==> config.mk <==
export PLATFORM = sky130hd
export DESIGN_NAME = lcs_cell
export DESIGN_NICKNAME = d
export VERILOG_FILES = /design/src/design/lcs_cell.sv
export SDC_FILE = /design/constraint.sdc
export NUM_CORES = 1
export LEC_CHECK = 0
export ABC_AREA = 1
export BUFFER_PORTS_ARGS = -buffer_cell sky130_fd_sc_hd__clkbuf_2
export CORE_ASPECT_RATIO = 1.4
export CORE_MARGIN = 3
export CORE_UTILIZATION = 36
export DETAILED_ROUTE_END_ITERATION = 10
export PLACE_DENSITY_LB_ADDON = 0.3
export SLEW_MARGIN = 40
export SYNTH_ARGS = -nofsm -noshare
export SYNTH_HDL_FRONTEND = slang
export SYNTH_SLANG_ARGS = --single-unit
==> constraint.sdc <==
create_clock -name vclk -period 1.65
set_input_delay 0.33 -clock vclk [all_inputs]
set_output_delay 0.33 -clock vclk [all_outputs]
set_load 0.005 [all_outputs]
==> src/design/lcs_cell.sv <==
// One cell update of the rolling-row LCS recurrence.
module lcs_cell #(
  parameter int unsigned VALUE_BITS = 32,
  parameter int unsigned LEN_W      = 9
) (
  input  logic [VALUE_BITS-1:0] t_val_i,
  input  logic [VALUE_BITS-1:0] s_val_i,
  input  logic [LEN_W-1:0]      diag_i,
  input  logic [LEN_W-1:0]      left_i,
  input  logic [LEN_W-1:0]      above_i,
  output logic [LEN_W-1:0]      len_o
);

  // A match extends the diagonal; otherwise take the longer neighbor.
  always_comb begin
    if (t_val_i == s_val_i) begin
      len_o = diag_i + LEN_W'(1);
    end else if (left_i > above_i) begin
      len_o = left_i;
    end else begin
      len_o = above_i;
    end
  end

endmodule

==> Word level (Yosys, flattened, before mapping) <==
Cells that the tools add are included.
{ "totals": {"output_inout_bits": 9, "reg_bits": 0, "word_cells": 5, "in_bits": 91} }
{ "classes": {"order_cmp": 1, "addsub": 1, "n_eq_ne": 1, "n_mux": 2} }
{ "op_table": {"columns": ["operator", "count"], "rows": [
  ["$eq 32x32->1", 1],
  ["$mux 9", 2],
  ["$add 9x1->9 const B", 1],
  ["$gt 9x9->1", 1]
]} }

==> Depth between registers and ports, before layout <==
Gate-level depths: netlist of the first run.
{ "logic_depth": {"word_depth": 3, "ltp_mapped": 13, "ltp_nobuf": 13} }

==> Least setup slack after synthesis of the first run <==
No wires, ideal clock.
{ "synth_path": {"path_type": "input to output", "startpoint": "in above_i[8]", "endpoint": "out len_o[0]", "path_slack_ns": -0.084, "arrival_time_ns": 1.404, "t_required_ns": 1.320, "n_path_buf": 0, "cell_stages": 11, "cell_sequence": "inv_1 -> ha_1 -> nand2_2 -> inv_1 -> a21oi_2 -> nand3_4 -> nand2_4 -> nand2_1 -> nand2_1 -> nand2_1 -> nand2_1"} }
{ "synth_via": {"elab_chain_cells": 3} }
{ "synth_lines": {"columns": ["item", "line", "rtl"], "rows": [
  ["start: declaration", "10", "input logic [LEN_W-1:0] above_i,"],
  ["$gt 9x9->1", "18", "end else if (left_i > above_i) begin"],
  ["$mux 9", "18", null],
  ["$mux 9", "16", "if (t_val_i == s_val_i) begin"],
  ["end: declaration", "11", "output logic [LEN_W-1:0] len_o"]
]} }
No other way between the ends.

==> Worst setup path in the final report of the first run <==
{ "layout_path": {"startpoint": "in left_i[8]", "endpoint": "out len_o[8]"} }
{ "layout_via": {"elab_chain_cells": 3} }
{ "layout_lines": {"columns": ["item", "line", "rtl"], "rows": [
  ["start: declaration", "9", "input logic [LEN_W-1:0] left_i,"],
  ["$gt 9x9->1", "18", null],
  ["$mux 9 *", "18", null],
  ["$mux 9 *", "16", null]
]} }
Every way passes the cells marked *; elsewhere a longest branch is shown, timed or not.

==> results of run 1 <==
[final cells by class]
type	count	area (um2)	area share [%]
Tap cell	37	46.29	2.154
Multi-Input combinational cell	169	1237	57.57
Timing Repair Buffer	126	762.0	35.45
Inverter	23	103.9	4.831
[cells by family after synthesis]
logic type	after synthesis
buf+inv	23
xor+xnor	36
simple gates	118
compound gates	2
fa+ha+maj	10
[routing by layer]
metal	vias to the layer above	GRT usage (%)	wire [um]
li1	861	-	-
met1	701	17.90	1231
met2	65	39.84	2332
met3	0	1.027	243
met4	0	2.841	0
met5	-	0	0
[what timing repair did]
| item | in CTS | in global routing |
|---|---|---|
| gates resized for setup | 3 | 30 |
| cloned | 3 | 0 |
| pin swaps | 7 | 15 |
| buffers inserted | 2 | 4 |
| endpoints found under the setup margin | 9 | 9 |
[report_power, final]
group | internal [uW] | switching (uW) | total (uW)
clock network | 0 | 0 | 0
logic | 308 | 274 | 582
registers | 0 | 0 | 0
[cells in the final DEF (no fill, tap or decap), drive strengths merged, types with 2 or more instances in the layout]
master  count
clkbuf     93
nand2      78
buf        33
xnor2      31
nand3      23
inv        23
nor2       13
ha         10
xor2        5
nand4       5
a21oi       2
[metrics by stage]
stage               hold WS, ns  setup WS [ns]   TNS [ns]  cell area [um2]
floorplan                0.7952      -0.007141  -0.007141             1259
global placement          1.062        -0.4012     -3.485             1968
detailed placement        1.056        -0.4254     -3.749             1968
CTS                       1.058        -0.3495     -3.102             2023
global route              1.107        -0.4959     -4.135             2150
finish                    1.045        -0.4262     -3.278             2150
[synthesized netlist by cell type, drive strengths merged]
| cell type | instances | area [um2] |
|---|---|---|
| nand4 | 4 | 40.04 |
| nand2 | 77 | 314.0 |
| xor2 | 5 | 43.79 |
| a21oi | 2 | 13.76 |
| nor2 | 13 | 98.84 |
| nand3 | 22 | 127.6 |
| inv | 23 | 86.33 |
| xnor2 | 31 | 271.5 |
| nand3b | 1 | 7.510 |
| ha | 10 | 125.1 |
| nor3 | 1 | 10.01 |
[how the worst max path moves through the flow]
stage / end / slack, ns / depth (start not counted)
after global routing: len_o[8] / -0.50 / 11
after CTS: len_o[1] / -0.35 / 13
final: len_o[8] / -0.43 / 11
after detailed placement: len_o[1] / -0.43 / 13
after global placement: len_o[1] / -0.40 / 13
after floorplan: len_o[0] / -0.007 / 11
[worst max-delay path, delay by kind of cell]
| family | cells | cell delay, ns |
|---|---|---|
| AND/OR/NAND/NOR | 7 | 0.75 |
| buffers and inverters | 3 | 0.38 |
| adder cells (fa/ha/maj) | 1 | 0.28 |
==> results.md, run 1 <==
- Status: complete, but fails checks
- Failing checks: setup timing
- Maximum clock rate: ~480 MHz
- Tot Pwr: 581.7 uW
- Placeable Area: between 2000 and 3000 um2
- FILL cells: 260
- WS Path Type: in -> out
- Nature of the critical path startpoint: primary input
- Final Hold Viols: 0
- Post-synthesis cell area: 1139 um2
- Core Util, Final: 73.23%
- P_leak: 0.001243 uW
- Worst Setup SP: left_i[8]
- Cell count after synthesis: 189
- Port-buffer cells: 100
- Clk_buf instances: 0
- Adder-cell share of the synthesized area: roughly 11%
- Syn avg cell area: 6.024 um2
- Endpoint, Worst Hold: len_o[7]
- Die width: 53.53 um
- CP max stage delay: 0.28 ns
- Drt drc: 0
- Vias in the first global route: ~1,500
- Syn Nets: 290
- Worst setup EP type: primary output
- Post-synthesis xor/xnor area fraction: 27.69%
- DP Cell Count: 346
- CP required: 1.32 ns
- Seq/Total Area, Yosys: 0%
- Least-Margin Pin Slew: 0.2322 ns
- Share of layout cells above drive strength 1: between 50% and 60%
- Placer Congestion: between 0.7 and 0.8
- Seq Cell Count: 0
- P per Cell Area: about 270 nW/um2
- Synth warn: 0
- Top-Level Pins: 100
- Finished Layout Cells: 355
- Initial antenna violation count: 0
- Pre-Repair DR Iteration Count: 5
- Via density: 4.583
- Height of the die: 72.54 um
- Initial Util: between 30 and 40%
- Arr. time, crit path: 1.75 ns
- DR iter-0 viols: 44
- Maximum vdd drop: 0.0001565 V
- Hold path start: diag_i[7]
- Synthesis-to-layout area growth: 88.79%
- Mean routed wirelength per cell: 10.72 um
- # nets final: 421
- WL final: 3.807 mm
- CP most frequent cell: nand2_2
- Maximum Capacitance Violations: 0
- PnR worst setup slack: -0.4262 ns
- Register Area: 0 um2
- Unrepaired setup endpoints after global routing: yes
- GR Overflow Total: 0
- GRT Util Overall: 18.46%
- Crit path cell chain: clkbuf_2 -> ha_4 -> nand2_4 -> nor2_4 -> buf_4 -> nand4_4 -> nand3_1 -> nand2_2 -> nand2_2 -> nand2_2 -> clkbuf_2
- Max-slew headroom: 84.44%
- Hold WC Path Type: in -> out
- Crit-path max FO: 5
- Routed via count: 1,627
- Final min period: 2.076 ns
- Mux share of post-synthesis cell area: 0%
- # rows: 23
- Slew Viols, Final: 0
- Detail Route Antenna Nets: 0
- First-pass GRT wire length: 5.754 mm
- Final worst-path cycle share: 125.8%
- Antenna diodes: 0
- Simple-Gate Fraction of Synth Area: a little over half
- Die area: a little under 4000 um2
- Hold-fix buffer count after cts: 0
- Pin count of the biggest net entering global routing: 11
- Final setup fails: 9
- Synth cell types: 21
- Synth Area in Compound Gates: 1.209%
- Worst path slowest cell: ha_4
- Detailed Place HPWL: ~3.3 mm
- Largest family of logic cells by synthesized area: simple AND/OR/NAND/NOR gates
- Hold Path Stages: 5
(Power assumes the default switching activity.)
==> run 2, diff against run 1 <==
- CELL_PAD_IN_SITES_DETAIL_PLACEMENT: default -> 0
- CELL_PAD_IN_SITES_GLOBAL_PLACEMENT: default -> 1
- CORE_UTILIZATION: 36 -> 22
==> results.md, run 2 (same netlist as run 1, synthesis figures left out) <==
- Placeable Area: 4917 um2
- Worst setup EP type: primary output
- GRT Util Overall: between 10% and 20%
- Unrepaired setup endpoints after global routing: yes
- Pre-Repair DR Iteration Count: 4
- Max-slew headroom: 84.50%
- Seq Cell Count: 0
- Clk_buf instances: 0
- Slew Viols, Final: 0
- WS Path Type: in -> out
- Port-buffer cells: 100
- DR iter-0 viols: 32
- Crit path to: len_o[2]
- Placer Congestion: 0.7867
- Tot Pwr: 560.1 uW
- Final min period: 2.026 ns
- Synthesis-to-layout area growth: 89.34%
- Status: complete, but fails checks
- Final Hold Viols: 0
- CP required: 1.32 ns
- Crit-path max FO: 6
- Antenna diodes: 0
- Share of layout cells above drive strength 1: 53.80%
- # rows: 30
- Final total negative setup slack: -3.069 ns
- Height of the die: 91.12 um
- Maximum clock rate: 493.5 MHz
- Detail Route Antenna Nets: 0
- Commonest non-fill, non-tap cells in the layout: clkbuf_2, nand2_1, xnor2_1
- Via density: approximately 4
- Worst Setup SP: above_i[6]
- # nets final: 419
- Worst hold margin: 1.056 ns
- Top-Level Pins: 100
- Die area: 6087 um2
- Detailed Place HPWL: around 3.3 mm
- Nature of the critical path startpoint: primary input
- Pin count of the biggest net entering global routing: 11
- Drt drc: 0
- PnR worst setup slack: -0.3764 ns
- Maximum vdd drop: between 0.00007 and 0.00008 V
- Maximum Capacitance Violations: 0
- Initial Util: about 23%
- Initial antenna violation count: 0
- Failing checks: setup timing
- P_leak: approximately 0.0012 uW
- Arr. time, crit path: between 1.5 and 2 ns
- Hold-fix buffer count after cts: 0
- Hold WC Path Type: in -> out
- DP Cell Count: 375
- Die width: 66.80 um
- Hold Path Stages: 6
- WL final: 3.546 mm
- Routed via count: roughly 1,500
- Mean routed wirelength per cell: around 9.3 um
- FILL cells: 546
- Finished Layout Cells: 380
- First-pass GRT wire length: 6.279 mm
- Vias in the first global route: 1,562
- Register Area: 0 um2
- GR Overflow Total: 0
- Least-Margin Pin Slew: 0.2312 ns
- P per Cell Area: 259.8 nW/um2
- Final setup fails: 9
- Final worst-path cycle share: 122.8%
- Most common cell after layout, fill and taps aside: clkbuf_2
## run 2: cell types whose count changed in the layout (fill, tap and decap cells not counted), sizes merged
cell    change
clkbuf      -3
buf         +1
## run 2: metal layers
layer	up-vias	GRT usage [%]	routed length [um]
met5	-	0	0
met4	0	0	0
met3	0	1.361	301
met2	58	24.75	1944
met1	627	13.84	1299
li1	848	-	-
## run 2: where the power goes
part	switching [uW]	internal, uW
clock	0	0
combinational	257	303
sequential	0	0
total	257	303
## run 2: final cells by class
type	instances	area (um2)	area share, %
Multi-Input combinational cell	169	1220	56.59
Timing Repair Buffer	124	749.5	34.76
Inverter	23	106.4	4.933
Tap cell	64	80.08	3.714
## run 2: metrics by stage
| stage | area (um2) | setup slack [ns] | utilization, % |
|---|---|---|---|
| 3_3_place_gp | 2017 | -0.4233 | 41.02 |
| 4_1_cts | 2077 | -0.3689 | 42.24 |
| 2_1_floorplan | 1259 | -0.007141 | - |
| 6_report | 2156 | -0.3764 | 43.84 |
| 5_1_grt | 2156 | -0.4887 | 43.84 |
| 3_5_place_dp | 2017 | -0.4244 | 41.02 |
## run 2: critical path: stages
cell     delay (ns)
buf_12         0.09
inv_12         0.03
ha_4           0.27
nand2_4        0.05
nor2_4         0.22
nand3_4        0.12
nand3_4        0.15
nand2_4        0.09
nand2_1        0.07
nand2_1        0.05
nand2_1        0.06
nand2_1        0.04
buf_2          0.12
## run 2: worst min path at each step
stage,startpoint,end,slack (ns)
finish,above_i[1],len_o[1],1.06
global route,above_i[1],len_o[1],1.10
CTS,diag_i[2],len_o[2],1.07
detailed placement,diag_i[2],len_o[2],1.07
global placement,diag_i[2],len_o[2],1.07
floorplan,diag_i[0],len_o[0],0.80
## run 2: what timing repair did
| action | CTS | global route |
|---|---|---|
| endpoints found under the setup margin | 9 | 9 |
| buffers inserted | 1 | 1 |
| pin swaps | 7 | 15 |
| gates resized for setup | 5 | 29 |
| cloned | 3 | 0 |
